[src/rtl/vfld_pkg.sv]
package vfld_pkg;

  // Default number of texture coordinate sets handled
  localparam int unsigned MaxTexSets = 8;

  // Fixed slots, in emission order; texture sets follow from SlotTex0
  localparam int unsigned SlotPos      = 0;
  localparam int unsigned SlotWeight   = 1;
  localparam int unsigned SlotIndices  = 2;
  localparam int unsigned SlotNormal   = 3;
  localparam int unsigned SlotPsize    = 4;
  localparam int unsigned SlotDiffuse  = 5;
  localparam int unsigned SlotSpecular = 6;
  localparam int unsigned SlotTex0     = 7;

  // Format word bit positions
  localparam int unsigned PosLsb       = 1;
  localparam int unsigned NormalBit    = 4;
  localparam int unsigned PsizeBit     = 5;
  localparam int unsigned DiffuseBit   = 6;
  localparam int unsigned SpecularBit  = 7;
  localparam int unsigned TexCountLsb  = 8;
  localparam int unsigned Ubyte4Bit    = 12;
  localparam int unsigned TexSizeBase  = 16;

  // Position codes (bits 3..1 of the format word)
  localparam logic [2:0] POS_NONE   = 3'd0;
  localparam logic [2:0] POS_XYZ    = 3'd1;
  localparam logic [2:0] POS_XYZRHW = 3'd2;
  localparam logic [2:0] POS_BLEND1 = 3'd3;

  // Texture set size code meaning one float
  localparam logic [1:0] TEX_ONE_FLOAT = 2'd3;

  // Element kinds
  localparam logic [2:0] KIND_POSITION     = 3'd0;
  localparam logic [2:0] KIND_BLENDWEIGHT  = 3'd1;
  localparam logic [2:0] KIND_BLENDINDICES = 3'd2;
  localparam logic [2:0] KIND_NORMAL       = 3'd3;
  localparam logic [2:0] KIND_PSIZE        = 3'd4;
  localparam logic [2:0] KIND_COLOR        = 3'd5;
  localparam logic [2:0] KIND_TEXCOORD     = 3'd6;

  // Element formats
  localparam logic [2:0] FMT_FLOAT1  = 3'd0;
  localparam logic [2:0] FMT_FLOAT2  = 3'd1;
  localparam logic [2:0] FMT_FLOAT3  = 3'd2;
  localparam logic [2:0] FMT_FLOAT4  = 3'd3;
  localparam logic [2:0] FMT_UINT8X4 = 3'd4;
  localparam logic [2:0] FMT_BGRA8   = 3'd5;

  // Float count to format; five floats has no code and maps to two floats
  function automatic logic [2:0] fmt_for_floats(input logic [2:0] count);
    logic [2:0] fmt;
    if (count >= 3'd1 && count <= 3'd4) begin
      fmt = count - 3'd1;
    end else begin
      fmt = FMT_FLOAT2;
    end
    return fmt;
  endfunction

endpackage

[src/rtl/vertex_format_layout_decoder.sv]
// Vertex format layout decoder.
// A format word is offered on format_word with start; the transaction is taken
// at a rising edge where start is high and busy is low. The block then emits
// one result per element of the vertex layout, in layout order, each on the
// result ports for exactly one cycle with result_valid high; last_element
// marks the final result of a word. A word with no position gives a single
// result with layout_valid low.
// The first result of a word passes through the capture, decode, element walk and
// output registers. Throughput: a word with n elements (1 to 7 + MAX_TEXCOORD_SETS)
// occupies the element walker, one element per cycle; capture and decode stages
// run ahead, so back-to-back words stream with no gap between them.
// busy rises only when both front stages hold words waiting on the walker.
// Reset (rst, synchronous) empties every stage and drops result_valid.
// The receiver cannot stall: every result is taken in its strobe cycle.
module vertex_format_layout_decoder #(
  parameter int unsigned MAX_TEXCOORD_SETS = vfld_pkg::MaxTexSets
) (
  input  logic        clk,
  input  logic        rst,
  input  logic        start,
  output logic        busy,
  input  logic [31:0] format_word,
  output logic        result_valid,
  output logic        layout_valid,
  output logic [2:0]  element_kind,
  output logic [2:0]  semantic_slot,
  output logic [2:0]  element_format,
  output logic [7:0]  byte_offset,
  output logic [4:0]  elem_size,
  output logic [7:0]  total_stride,
  output logic        last_element
);

  localparam int unsigned NumSlots = vfld_pkg::SlotTex0 + MAX_TEXCOORD_SETS;
  localparam int unsigned SlotW    = $clog2(NumSlots);

  // Stage handshake
  logic              cap_valid;
  logic [31:0]       cap_word;
  logic              dec_valid;
  logic [NumSlots-1:0] dec_mask;
  logic [2:0]        dec_fmt  [NumSlots];
  logic [4:0]        dec_size [NumSlots];
  logic              dec_layout;
  logic              walk_valid;
  logic [NumSlots-1:0] walk_mask;
  logic [2:0]        walk_fmt  [NumSlots];
  logic [4:0]        walk_size [NumSlots];
  logic              walk_layout;
  logic [7:0]        walk_stride;

  logic              walk_last;
  logic              walk_free;
  logic              dec_take;
  logic              dec_free;
  logic              cap_take;
  logic              cap_free;
  logic              accept;

  assign walk_free = !walk_valid || walk_last;
  assign dec_take  = dec_valid && walk_free;
  assign dec_free  = !dec_valid || walk_free;
  assign cap_take  = cap_valid && dec_free;
  assign cap_free  = !cap_valid || dec_free;
  assign busy      = !cap_free;
  assign accept    = start && !busy;

  // Capture stage
  always_ff @(posedge clk) begin
    if (rst) begin
      cap_valid <= 1'b0;
    end else if (accept) begin
      cap_valid <= 1'b1;
    end else if (cap_take) begin
      cap_valid <= 1'b0;
    end
  end

  always_ff @(posedge clk) begin
    if (accept) begin
      cap_word <= format_word;
    end
  end

  // Decode: presence, format and size of every slot
  logic [NumSlots-1:0] d_mask;
  logic [2:0]          d_fmt  [NumSlots];
  logic [4:0]          d_size [NumSlots];
  logic                d_layout;
  logic [2:0]          pos_code;
  logic [2:0]          betas;
  logic [2:0]          wf;
  logic [3:0]          set_count;
  logic [1:0]          tex_bits;
  logic [2:0]          tex_floats;

  always_comb begin
    pos_code   = cap_word[vfld_pkg::PosLsb +: 3];
    betas      = pos_code - 3'd2;
    wf         = betas - 3'd1;
    set_count  = cap_word[vfld_pkg::TexCountLsb +: 4];
    tex_bits   = 2'd0;
    tex_floats = 3'd0;
    d_mask     = '0;
    d_layout   = 1'b1;
    for (int i = 0; i < NumSlots; i++) begin
      d_fmt[i]  = vfld_pkg::FMT_FLOAT1;
      d_size[i] = 5'd0;
    end

    // Position
    d_mask[vfld_pkg::SlotPos] = 1'b1;
    if (pos_code == vfld_pkg::POS_XYZRHW) begin
      d_fmt[vfld_pkg::SlotPos]  = vfld_pkg::FMT_FLOAT4;
      d_size[vfld_pkg::SlotPos] = 5'd16;
    end else begin
      d_fmt[vfld_pkg::SlotPos]  = vfld_pkg::FMT_FLOAT3;
      d_size[vfld_pkg::SlotPos] = 5'd12;
    end

    // Blend weights and packed indices
    if (pos_code >= vfld_pkg::POS_BLEND1) begin
      if (cap_word[vfld_pkg::Ubyte4Bit]) begin
        d_mask[vfld_pkg::SlotWeight]   = (wf != 3'd0);
        d_fmt[vfld_pkg::SlotWeight]    = vfld_pkg::fmt_for_floats(wf);
        d_size[vfld_pkg::SlotWeight]   = {wf, 2'b00};
        d_mask[vfld_pkg::SlotIndices]  = 1'b1;
        d_fmt[vfld_pkg::SlotIndices]   = vfld_pkg::FMT_UINT8X4;
        d_size[vfld_pkg::SlotIndices]  = 5'd4;
      end else begin
        d_mask[vfld_pkg::SlotWeight]   = 1'b1;
        d_fmt[vfld_pkg::SlotWeight]    = vfld_pkg::fmt_for_floats(betas);
        d_size[vfld_pkg::SlotWeight]   = {betas, 2'b00};
      end
    end

    // Fixed attributes
    d_mask[vfld_pkg::SlotNormal]   = cap_word[vfld_pkg::NormalBit];
    d_fmt[vfld_pkg::SlotNormal]    = vfld_pkg::FMT_FLOAT3;
    d_size[vfld_pkg::SlotNormal]   = 5'd12;
    d_mask[vfld_pkg::SlotPsize]    = cap_word[vfld_pkg::PsizeBit];
    d_fmt[vfld_pkg::SlotPsize]     = vfld_pkg::FMT_FLOAT1;
    d_size[vfld_pkg::SlotPsize]    = 5'd4;
    d_mask[vfld_pkg::SlotDiffuse]  = cap_word[vfld_pkg::DiffuseBit];
    d_fmt[vfld_pkg::SlotDiffuse]   = vfld_pkg::FMT_BGRA8;
    d_size[vfld_pkg::SlotDiffuse]  = 5'd4;
    d_mask[vfld_pkg::SlotSpecular] = cap_word[vfld_pkg::SpecularBit];
    d_fmt[vfld_pkg::SlotSpecular]  = vfld_pkg::FMT_BGRA8;
    d_size[vfld_pkg::SlotSpecular] = 5'd4;

    // Texture sets; counts above the slot count saturate naturally
    for (int i = 0; i < MAX_TEXCOORD_SETS; i++) begin
      tex_bits   = cap_word[vfld_pkg::TexSizeBase + 2 * i +: 2];
      tex_floats = (tex_bits == vfld_pkg::TEX_ONE_FLOAT) ? 3'd1
                                                         : {1'b0, tex_bits} + 3'd2;
      d_mask[vfld_pkg::SlotTex0 + i] = ({28'd0, set_count} > i);
      d_fmt[vfld_pkg::SlotTex0 + i]  = vfld_pkg::fmt_for_floats(tex_floats);
      d_size[vfld_pkg::SlotTex0 + i] = {tex_floats, 2'b00};
    end

    // No position: a single all-zero result
    if (pos_code == vfld_pkg::POS_NONE) begin
      d_layout = 1'b0;
      d_mask   = '0;
      d_mask[vfld_pkg::SlotPos] = 1'b1;
      d_fmt[vfld_pkg::SlotPos]  = vfld_pkg::FMT_FLOAT1;
      d_size[vfld_pkg::SlotPos] = 5'd0;
    end
  end

  // Decode register
  always_ff @(posedge clk) begin
    if (rst) begin
      dec_valid <= 1'b0;
    end else if (cap_take) begin
      dec_valid <= 1'b1;
    end else if (dec_take) begin
      dec_valid <= 1'b0;
    end
  end

  always_ff @(posedge clk) begin
    if (cap_take) begin
      dec_mask   <= d_mask;
      dec_fmt    <= d_fmt;
      dec_size   <= d_size;
      dec_layout <= d_layout;
    end
  end

  // Element walker: lowest pending slot each cycle
  logic [SlotW-1:0]    sel;
  logic [NumSlots-1:0] walk_mask_next;
  logic [7:0]          walk_stride_next;

  always_comb begin
    sel = '0;
    for (int i = NumSlots - 1; i >= 0; i--) begin
      if (walk_mask[i]) begin
        sel = SlotW'(i);
      end
    end
    walk_mask_next      = walk_mask;
    walk_mask_next[sel] = 1'b0;
    walk_last           = walk_valid && (walk_mask_next == '0);
    walk_stride_next    = walk_stride + {3'd0, walk_size[sel]};
  end

  always_ff @(posedge clk) begin
    if (rst) begin
      walk_valid <= 1'b0;
    end else if (dec_take) begin
      walk_valid <= 1'b1;
    end else if (walk_last) begin
      walk_valid <= 1'b0;
    end
  end

  always_ff @(posedge clk) begin
    if (dec_take) begin
      walk_mask   <= dec_mask;
      walk_fmt    <= dec_fmt;
      walk_size   <= dec_size;
      walk_layout <= dec_layout;
      walk_stride <= 8'd0;
    end else if (walk_valid) begin
      walk_mask   <= walk_mask_next;
      walk_stride <= walk_stride_next;
    end
  end

  // Kind and semantic index follow from the slot
  logic [2:0] sel_kind;
  logic [2:0] sel_semantic;

  always_comb begin
    sel_semantic = 3'd0;
    case ({{(32 - SlotW){1'b0}}, sel})
      vfld_pkg::SlotPos:      sel_kind = vfld_pkg::KIND_POSITION;
      vfld_pkg::SlotWeight:   sel_kind = vfld_pkg::KIND_BLENDWEIGHT;
      vfld_pkg::SlotIndices:  sel_kind = vfld_pkg::KIND_BLENDINDICES;
      vfld_pkg::SlotNormal:   sel_kind = vfld_pkg::KIND_NORMAL;
      vfld_pkg::SlotPsize:    sel_kind = vfld_pkg::KIND_PSIZE;
      vfld_pkg::SlotDiffuse:  sel_kind = vfld_pkg::KIND_COLOR;
      vfld_pkg::SlotSpecular: begin
        sel_kind     = vfld_pkg::KIND_COLOR;
        sel_semantic = 3'd1;
      end
      default: begin
        sel_kind     = vfld_pkg::KIND_TEXCOORD;
        sel_semantic = 3'(sel - SlotW'(vfld_pkg::SlotTex0));
      end
    endcase
    if (!walk_layout) begin
      sel_kind = vfld_pkg::KIND_POSITION;
    end
  end

  // Output register
  always_ff @(posedge clk) begin
    if (rst) begin
      result_valid <= 1'b0;
    end else begin
      result_valid <= walk_valid;
    end
  end

  always_ff @(posedge clk) begin
    if (walk_valid) begin
      layout_valid   <= walk_layout;
      element_kind   <= sel_kind;
      semantic_slot  <= sel_semantic;
      element_format <= walk_fmt[sel];
      byte_offset    <= walk_stride;
      elem_size      <= walk_size[sel];
      total_stride   <= walk_stride_next;
      last_element   <= walk_last;
    end
  end

endmodule
[config.mk]
export PLATFORM = sky130hd
export DESIGN_NAME = vertex_format_layout_decoder
export DESIGN_NICKNAME = d
export VERILOG_FILES = /design/src/rtl/vfld_pkg.sv /design/src/rtl/vertex_format_layout_decoder.sv
export SDC_FILE = /design/constraint.sdc
export NUM_CORES = 1
export LEC_CHECK = 0
export CORE_ASPECT_RATIO = 0.6
export CORE_UTILIZATION = 55
export CTS_CLUSTER_SIZE = 8
export DETAILED_ROUTE_END_ITERATION = 10
export DONT_BUFFER_PORTS = 1
export PLACE_DENSITY = 0.73
export SETUP_SLACK_MARGIN = 0.3
export SLEW_MARGIN = 20
export SYNTH_ARGS = -nofsm -noshare
export SYNTH_HDL_FRONTEND = slang
export SYNTH_SLANG_ARGS = --single-unit
[constraint.sdc]
create_clock -name clk -period 5.8 [get_ports clk]
set_input_delay 0.87 -clock clk [delete_from_list [all_inputs] [get_ports clk]]
set_output_delay 0.87 -clock clk [all_outputs]
set_load 0.01 [all_outputs]
==> results_dict.tcl, run 1 <==
set metrics [dict create \
    grt.overflow.total 0 \
    gp_congestion 0.883 \
    cp-start-kind "flop" \
    fillers 1094 \
    yosys_warnings 0 \
    clockPowerShare_pct 38.2 \
    powerDensity_nw_per_um2 346 \
    synth-edff-count 185 \
    fin_crit_sh_pct 89.6 \
    cts_buffers 17 \
    netlist_instances 611 \
    power_w 0.00322 \
    hold_slack_ps 419 \
    grt_use_met1_pct 34.7 \
    clock_path_buffers 2 \
    tns_ps 0 \
    clockRootBuffer "clkbuf_16" \
    grt-busiest-layer "met1" \
    synth_ff_type "edfxtp_1" \
    global_route.usage.met3_pct 6.27 \
    final_common_cell "edfxtp_1" \
    stdcell_count 837 \
    max_stage_delay_ps 590 \
    place_inst 805 \
    final_cell_mix "edfxtp_1 (185), nand2_1 (58), nor2_1 (45)" \
    antenna_found_initial 0 \
    wire_per_inst_um 19.5 \
    path_max_fanout 13 \
    finalSetupViolCount 0 \
    final_layout_size_suffix_gt1_share_pct 9.86 \
    comb_power_share_pct 8.9 \
    max_clock_freq_ghz 0.192 \
    slowest_stage "a21oi_1" \
    chipHeight_um 97.6 \
    swShare_pct 24.8 \
    grt_max_degree 73 \
    vias_per_cell 5.74 \
    max_slew_margin_pct 25.1 \
    ios 69 \
    holdBufCountCts 0 \
    finalCriticalPeriod_ps 5200 \
    num_vias 4803 \
    rows 34 \
    status "finished, final reports clean" \
    critPathBufInv 1 \
    hpwl_mm 11.7 \
    synth_area_per_cell_um2 13.7 \
    nets 699 \
    irDropWorstVdd_uv 184 \
    endpoint_kind "output port" \
    drt_first_pass_iters 5 \
    tightest_slew_ps 1110 \
    cp.required_ps 4930 \
    crit_type "flop to output port" \
    cts_tree "done" \
    async_flop_share_pct 0 \
    grt_pass1_wl_mm 25.4 \
    core_area_um2 14700 \
    layout_setup_ws_ps 603 \
    drc 0 \
    intPower_w 0.00242 \
    reg2regPathDepth 14 \
    drt_first_iter_violations 488 \
    rsz0062_at_grt "false" \
    p_switching_w 0.000798 \
    ant_nets 0 \
    hold_viol 0 \
    slew_violations 0 \
    port_buffers 0 \
    worstHoldPathType "flop to flop" \
    diodes 0 \
    area_growth_pct 11.2 \
    crit_arrival_ps 4330 \
    yosysSeqAreaShare_pct 68.8 \
    cp.depth 12 \
    place_ws_ps 1130 \
    die_area_um2 15700 \
    start_util_pct 57.0 \
    grtUsageMet2_pct 29.8 \
    drt-total-wl_mm 16.4 \
    grt_pass1_vias 4559 \
    cellLeakagePower_nw 3.32 \
    fin_worst_skew_ps 14.3 \
    clk_latency_ps 420 \
    synth_seq_cells 195 \
    grt_util_all_layers_pct 22.0 \
    htreeDepth 4 \
    clkSlewWorstSetupHoldPaths_ps 80 \
    cp_common_cell "nand2b_1" \
    pwr-share-seq_pct 52.9 \
    crit_chain "nand2b_1, a221oi_1, o221ai_1, buf_4, a21oi_1, ha_1, nand2b_1, o2111ai_1, a211oi_1, nand4_1, o211a_1, and2_1" \
    netlist_area_um2 8370 \
    cts.sinks 195 \
    die_width_um 161 \
    maxCapViolations 0 \
    synth_cell_types 71 \
    crit_family "compound AO/OA/AOI/OAI gates" \
    min_path_cells 0 \
]
## worst paths after layout
kind,slack (ps),start,to
worst max register to register,1160,walk_mask[12]$_DFFE_PP_,cap_word[2]$_DFFE_PP_
worst max-delay path,600,walk_mask[12]$_DFFE_PP_,busy
worst min register to register,420,dec_fmt[9]$_SDFFCE_PN1P_,walk_fmt[9]$_DFFE_PP_
worst min-delay path,420,dec_fmt[9]$_SDFFCE_PN1P_,walk_fmt[9]$_DFFE_PP_
## sequential cells by signal (all words and copies together) (netlist names)
| signal | count |
|---|---|
| cap_word | 28 |
| elem_size | 3 |
| dec_mask | 14 |
| walk_valid | 1 |
| walk_stride | 6 |
| walk_layout | 1 |
| element_format | 3 |
| byte_offset | 6 |
| walk_mask | 15 |
| last_element | 1 |
| total_stride | 6 |
| dec_layout | 1 |
| result_valid | 1 |
| cap_valid | 1 |
| element_kind | 3 |
| walk_size | 28 |
| layout_valid | 1 |
| dec_valid | 1 |
| dec_size | 28 |
| dec_fmt | 22 |
| semantic_slot | 3 |
| walk_fmt | 22 |
## cell type report
class | count | area [µm²] | share of cell area, %
clock inverter | 15 | 213 | 2.29
clock buffer | 17 | 425 | 4.57
tap | 198 | 248 | 2.66
multi-input combinational | 359 | 2370 | 25.5
inverter | 39 | 146 | 1.57
sequential | 195 | 5760 | 61.9
timing repair buffer | 14 | 143 | 1.53
## Yosys cell counts (6+ instances only)
| cell type | n | area (µm²) |
|---|---|---|
| nand2_1 | 58 | 218 |
| nor2b_1 | 12 | 75.1 |
| nand3_1 | 11 | 55.1 |
| ha_1 | 37 | 463 |
| a21oi_1 | 32 | 160 |
| clkbuf_1 | 13 | 48.8 |
| nor2_1 | 45 | 169 |
| nand2b_1 | 9 | 56.3 |
| nor3_1 | 10 | 50.1 |
| inv_1 | 39 | 146 |
| xnor2_1 | 6 | 52.6 |
| dfxtp_1 | 10 | 200 |
| buf_4 | 6 | 45.0 |
| o21ai_0 | 20 | 100 |
| o21a_1 | 10 | 75.1 |
| edfxtp_1 | 185 | 5560 |
## power by group through the flow
stage | logic, W | clock network, W | registers [W]
after floorplan | 0.000207 | 0 | 0.00171
after global placement | 0.000268 | 0 | 0.00173
after detailed placement | 0.000280 | 0 | 0.00173
after CTS | 0.000285 | 0.00125 | 0.00170
after global routing | 0.000318 | 0.00130 | 0.00171
final | 0.000286 | 0.00123 | 0.00170
## routing by layer
layer / share of wire, % / vias up
li1: - / 2284
met4: 0.57 / 0
met1: 51 / 2341
met2: 41 / 170
met5: 0 / -
met3: 7.3 / 8
## cells by family after synthesis
family	count (synthesis)	share of synthesized area [%]
AO/OA/AOI/OAI	123	10.2
XOR/XNOR	7	0.732
other	1	0.0448
flip-flops	195	68.8
multiplexers	5	0.613
AND/OR/NAND/NOR	180	10.6
adder cells (fa/ha/maj)	38	5.77
buffers and inverters	62	3.33
## timing repair
item,in CTS,in global routing
buffers inserted,0,0
gates resized for setup,0,1
setup endpoints to repair,0,1
## worst reg2reg max path, stage by stage (launching register included)
cell and delay [ps]:
edfxtp_1 430, nand2b_1 170, a221oi_1 460, o221ai_1 190, buf_4 220, a21oi_1 590
ha_1 490, nand2b_1 200, o2111ai_1 110, a211oi_1 210, nand4_1 260, o211a_1 340
and2_1 240, nor2b_4 140, buf_4 270
## per-stage QoR
step | util [%] | instance area (µm²)
floorplan | - | 8390
global route | 63.4 | 9300
global placement | 59.0 | 8660
CTS | 63.4 | 9300
detailed placement | 59.0 | 8660
finish | 63.4 | 9300
(Power assumes the default switching activity.)
==> run 2: changes to the inputs <==
--- a/config.mk
+++ b/config.mk
@@ -10,7 +10,7 @@
 export CTS_CLUSTER_SIZE = 8
 export DETAILED_ROUTE_END_ITERATION = 10
 export DONT_BUFFER_PORTS = 1
-export PLACE_DENSITY = 0.73
+export PLACE_DENSITY = 0.7
 export SETUP_SLACK_MARGIN = 0.3
 export SLEW_MARGIN = 20
 export SYNTH_ARGS = -nofsm -noshare
==> constraint.sdc (replaced) <==
create_clock -name clk -period 5.3 [get_ports clk]
set_input_delay 0.795 -clock clk [delete_from_list [all_inputs] [get_ports clk]]
set_output_delay 0.795 -clock clk [all_outputs]
set_load 0.01 [all_outputs]
==> results_dict.tcl, run 2 (synthesis gave the netlist of run 1 again) <==
set metrics [dict create \
    status "finished, final reports clean" \
    gp_congestion 0.903 \
    finalCriticalPeriod_ps 4690 \
    fin_worst_skew_ps 9.09 \
    max_clock_freq_ghz 0.213 \
    drc 0 \
    tightest_slew_ps 1020 \
    port_buffers 0 \
    nets 697 \
    final_cell_mix "edfxtp_1 (185), nand2_1 (58), nor2_1 (45)" \
    rsz0062_at_grt "false" \
    powerDensity_nw_per_um2 371 \
    drt_first_iter_violations 444 \
    crit_type "flop to output port" \
    wire_per_inst_um 19.6 \
    worstHoldPathType "flop to flop" \
    clockRootBuffer "clkbuf_16" \
    cp.required_ps 4510 \
    tns_ps 0 \
    die_area_um2 15700 \
    maxCapViolations 0 \
    ant_nets 0 \
    fin_crit_sh_pct 88.6 \
    cts_tree "done" \
    start_util_pct 57.0 \
    chipHeight_um 97.6 \
    clockPowerShare_pct 36.4 \
    drt_first_pass_iters 5 \
    grt.overflow.total 0 \
    core_area_um2 14700 \
    cp-start-kind "flop" \
    p_switching_w 0.000843 \
    diodes 0 \
    cellLeakagePower_nw 3.29 \
    crit_chain "or2_2, a2111oi_2, or2_4, a211oi_4, inv_1, ha_2, nand2b_1, o2111ai_1, a211oi_1, nand4_1, o211a_1, and2_1" \
    pwr-share-seq_pct 54.4 \
    fillers 1086 \
    irDropWorstVdd_uv 217 \
    intPower_w 0.00259 \
    grt_util_all_layers_pct 22.2 \
    final_common_cell "edfxtp_1" \
    vias_per_cell 5.83 \
    swShare_pct 24.6 \
    final_layout_size_suffix_gt1_share_pct 10.2 \
    cts_buffers 17 \
    finalSetupViolCount 0 \
    clkSlewWorstSetupHoldPaths_ps 70 \
    comb_power_share_pct 9.2 \
    num_vias 4867 \
    die_width_um 161 \
    largestRegisters "cap_word (28), dec_size (28), walk_size (28)" \
    hold_viol 0 \
    clk_latency_ps 420 \
    area_growth_pct 10.4 \
    holdBufCountCts 0 \
    max_slew_margin_pct 31.5 \
    critPathBufInv 1 \
    crit_family "simple AND/OR/NAND/NOR gates" \
    slowest_stage "edfxtp_1" \
    hpwl_mm 11.6 \
    slew_violations 0 \
    ios 69 \
    antenna_found_initial 0 \
    htreeDepth 4 \
    clock_path_buffers 2 \
    max_stage_delay_ps 460 \
    crit_arrival_ps 3900 \
    path_max_fanout 7 \
    hold_slack_ps 417 \
    endpoint_kind "output port" \
    cts.sinks 195 \
    grt_max_degree 73 \
    grt_pass1_vias 4548 \
    rows 34 \
    drt-total-wl_mm 16.4 \
    grt_pass1_wl_mm 25.9 \
]
==> run 2: path summary, 6_finish.rpt <==
kind,cells after the start,from,slack (ps),endpoint
max,12,walk_mask[6]$_DFFE_PP_,610,busy
min,0,dec_fmt[9]$_SDFFCE_PN1P_,420,walk_fmt[9]$_DFFE_PP_
max reg2reg,14,walk_mask[6]$_DFFE_PP_,1090,cap_word[27]$_DFFE_PP_
min reg2reg,0,dec_fmt[9]$_SDFFCE_PN1P_,420,walk_fmt[9]$_DFFE_PP_
==> run 2: timing repair <==
action / in CTS / in global routing
hold endpoints to repair: 0 / 0
setup endpoints to repair: 1 / 1
setup buffers: 0 / 1
pin swaps: 0 / 1
gates resized for setup: 1 / 7
==> run 2: metal layers <==
layer | part of all wire, % | vias up | global-route usage [%]
li1 | - | 2292 | -
met1 | 51 | 2353 | 35.9
met2 | 40 | 204 | 29.5
met3 | 7.8 | 18 | 5.16
met4 | 0.99 | 0 | 5.95
met5 | 0 | - | 0
==> run 2: power by group through the flow <==
stage                     registers [W]  logic (W)  clock network, W
after floorplan                 0.00188   0.000226                 0
after global placement          0.00189   0.000292                 0
after detailed placement        0.00190   0.000307                 0
after CTS                       0.00186   0.000309           0.00127
after global routing            0.00188   0.000350           0.00132
final                           0.00186   0.000316           0.00125
==> run 2: final cells by class <==
cell class                      count  area [µm²]  area share (%)
Sequential cell                   195        5760            62.3
Tap cell                          198         248            2.68
Inverter                           39         146            1.58
Clock inverter                     14         141            1.53
Multi-Input combinational cell    359        2410            26.0
Clock buffer                       18         429            4.64
Timing Repair Buffer               12         115            1.25
==> run 2: metrics by stage <==
stage               setup WS (ps)  total power (W)  area, µm²  utilization [%]  instances
floorplan                     320          0.00210       8400                -        616
global placement              679          0.00218       8630             58.8        802
detailed placement            675          0.00220       8630             58.8        802
CTS                           301          0.00344       9210             62.7        834
global route                  374          0.00355       9240             63.0        835
finish                        606          0.00343       9240             63.0        835
==> run 3: changes to the inputs <==
--- a/config.mk
+++ b/config.mk
@@ -10,7 +10,7 @@
 export CTS_CLUSTER_SIZE = 8
 export DETAILED_ROUTE_END_ITERATION = 10
 export DONT_BUFFER_PORTS = 1
-export PLACE_DENSITY = 0.7
+export PLACE_DENSITY = 0.73
 export SETUP_SLACK_MARGIN = 0.3
 export SLEW_MARGIN = 20
 export SYNTH_ARGS = -nofsm -noshare
==> constraint.sdc (replaced) <==
create_clock -name clk -period 4 [get_ports clk]
set_input_delay 0.6 -clock clk [delete_from_list [all_inputs] [get_ports clk]]
set_output_delay 0.6 -clock clk [all_outputs]
set_load 0.01 [all_outputs]
==> results_dict.tcl, run 3 (synthesis gave the netlist of run 1 again) <==
set metrics [dict create \
    status "finished, final reports clean" \
    multiInputGateArea_um2 2650 \
    start_util_pct 57.0 \
    fin_worst_skew_ps 13.4 \
    powerDensity_nw_per_um2 458 \
    tightest_slew_ps 800 \
    crit_family "compound AO/OA/AOI/OAI gates" \
    critPathBufInv 3 \
    slowest_stage "edfxtp_1" \
    cts.sinks 195 \
    core_area_um2 14700 \
    cp.required_ps 3400 \
    cellLeakagePower_nw 3.72 \
    chipHeight_um 97.6 \
    diodes 0 \
    grt_pass1_vias 5059 \
    place_ws_ps 198 \
    final_layout_size_suffix_gt1_share_pct 22.9 \
    cp-start-kind "flop" \
    crit_type "flop to output port" \
    finalCriticalPeriod_ps 3890 \
    max_clock_freq_ghz 0.257 \
    port_buffers 0 \
    finalSetupViolCount 0 \
    seqCellArea_um2 5760 \
    vias_per_cell 5.93 \
    grt_max_degree 43 \
    fillers 966 \
    rows 34 \
    crit_chain "buf_6, or3_4, o221ai_4, a21oi_4, buf_6, inv_4, ha_4, nand2b_4, o2111ai_4, a211oi_2, nand4_1, o211a_1, and2_4" \
    gp_congestion 0.924 \
    ios 69 \
    area_growth_pct 22.2 \
    cts_tree "done" \
    drt_first_pass_iters 6 \
    clockRootBuffer "clkbuf_16" \
    cts_buffers 17 \
    hold_viol 0 \
    grt_pass1_wl_mm 27.5 \
    irDropWorstVdd_uv 269 \
    power_w 0.00469 \
    cp_common_cell "buf_6" \
    clock_path_buffers 2 \
    antenna_found_initial 0 \
    hold_slack_ps 222 \
    clkSlewWorstSetupHoldPaths_ps 80 \
    slew_violations 0 \
    clk_latency_ps 440 \
    crit_arrival_ps 3290 \
    path_max_fanout 3 \
    max_stage_delay_ps 450 \
    layout_setup_ws_ps 114 \
    final_cell_mix "edfxtp_1 (185), nand2_1 (58), buf_4 (47)" \
    rsz0062_at_grt "true" \
    die_area_um2 15700 \
    die_width_um 161 \
    grt_util_all_layers_pct 23.8 \
    endpoint_kind "output port" \
    htreeDepth 4 \
    drt-total-wl_mm 19.1 \
    maxCapViolations 0 \
    final_common_cell "edfxtp_1" \
    drt_first_iter_violations 534 \
    num_vias 5321 \
    grt.overflow.total 0 \
    wire_per_inst_um 21.3 \
    worstHoldPathType "input port to flop" \
    largestRegisters "cap_word (28), dec_size (28), walk_size (28)" \
    nets 759 \
    drc 0 \
    ant_nets 0 \
    fin_crit_sh_pct 97.1 \
    max_slew_margin_pct 46.3 \
    holdBufCountCts 0 \
    hpwl_mm 12.6 \
]
-- run 3: where the power goes --
group | switching, W | internal [W]
Combinational | 0.000338 | 0.000255
Sequential | 0.0000772 | 0.00239
Clock | 0.000801 | 0.000831
-- run 3: area by class of cell --
cell class	count	area share, %
clock inverters	14	1.39
well taps	198	2.42
flip-flops and latches	195	56.3
repair buffers	74	8.24
clock buffers	18	4.19
inverters	39	1.55
multi-input cells	359	25.9
-- run 3: through the flow --
| step | TNS, ps | instance area (µm²) | util (%) | std cells |
|---|---|---|---|---|
| floorplan | -7250 | 8510 | - | 616 |
| global placement | 0 | 8980 | 61.2 | 828 |
| detailed placement | 0 | 8980 | 61.2 | 828 |
| CTS | 0 | 9830 | 67.0 | 881 |
| global route | 0 | 10200 | 69.7 | 897 |
| finish | 0 | 10200 | 69.7 | 897 |
-- run 3: timing repair --
action,in CTS,in global routing
gates cloned,0,10
gates resized for setup,26,33
buffers inserted,21,6
setup endpoints to repair,129,103
pin swaps,15,10
-- run 3: routing by layer --
metal	vias to the layer above	GRT usage, %	wire [µm]
li1	2419	-	-
met1	2608	34.7	8680
met2	266	33.7	8310
met3	28	7.68	1810
met4	0	7.33	282
met5	-	0	0
-- run 3: path summary, 6_finish.rpt --
check / start / to / slack (ps) / cells past startpoint
worst max-delay path: walk_mask[7]$_DFFE_PP_ / busy / 110 / 13
worst min-delay path: rst / walk_valid$_SDFFE_PP0P_ / 220 / 1
worst max register to register: walk_mask[7]$_DFFE_PP_ / walk_size[32]$_DFFE_PP_ / 250 / 16
worst min register to register: dec_fmt[43]$_SDFFCE_PP0P_ / walk_fmt[43]$_DFFE_PP_ / 410 / 0
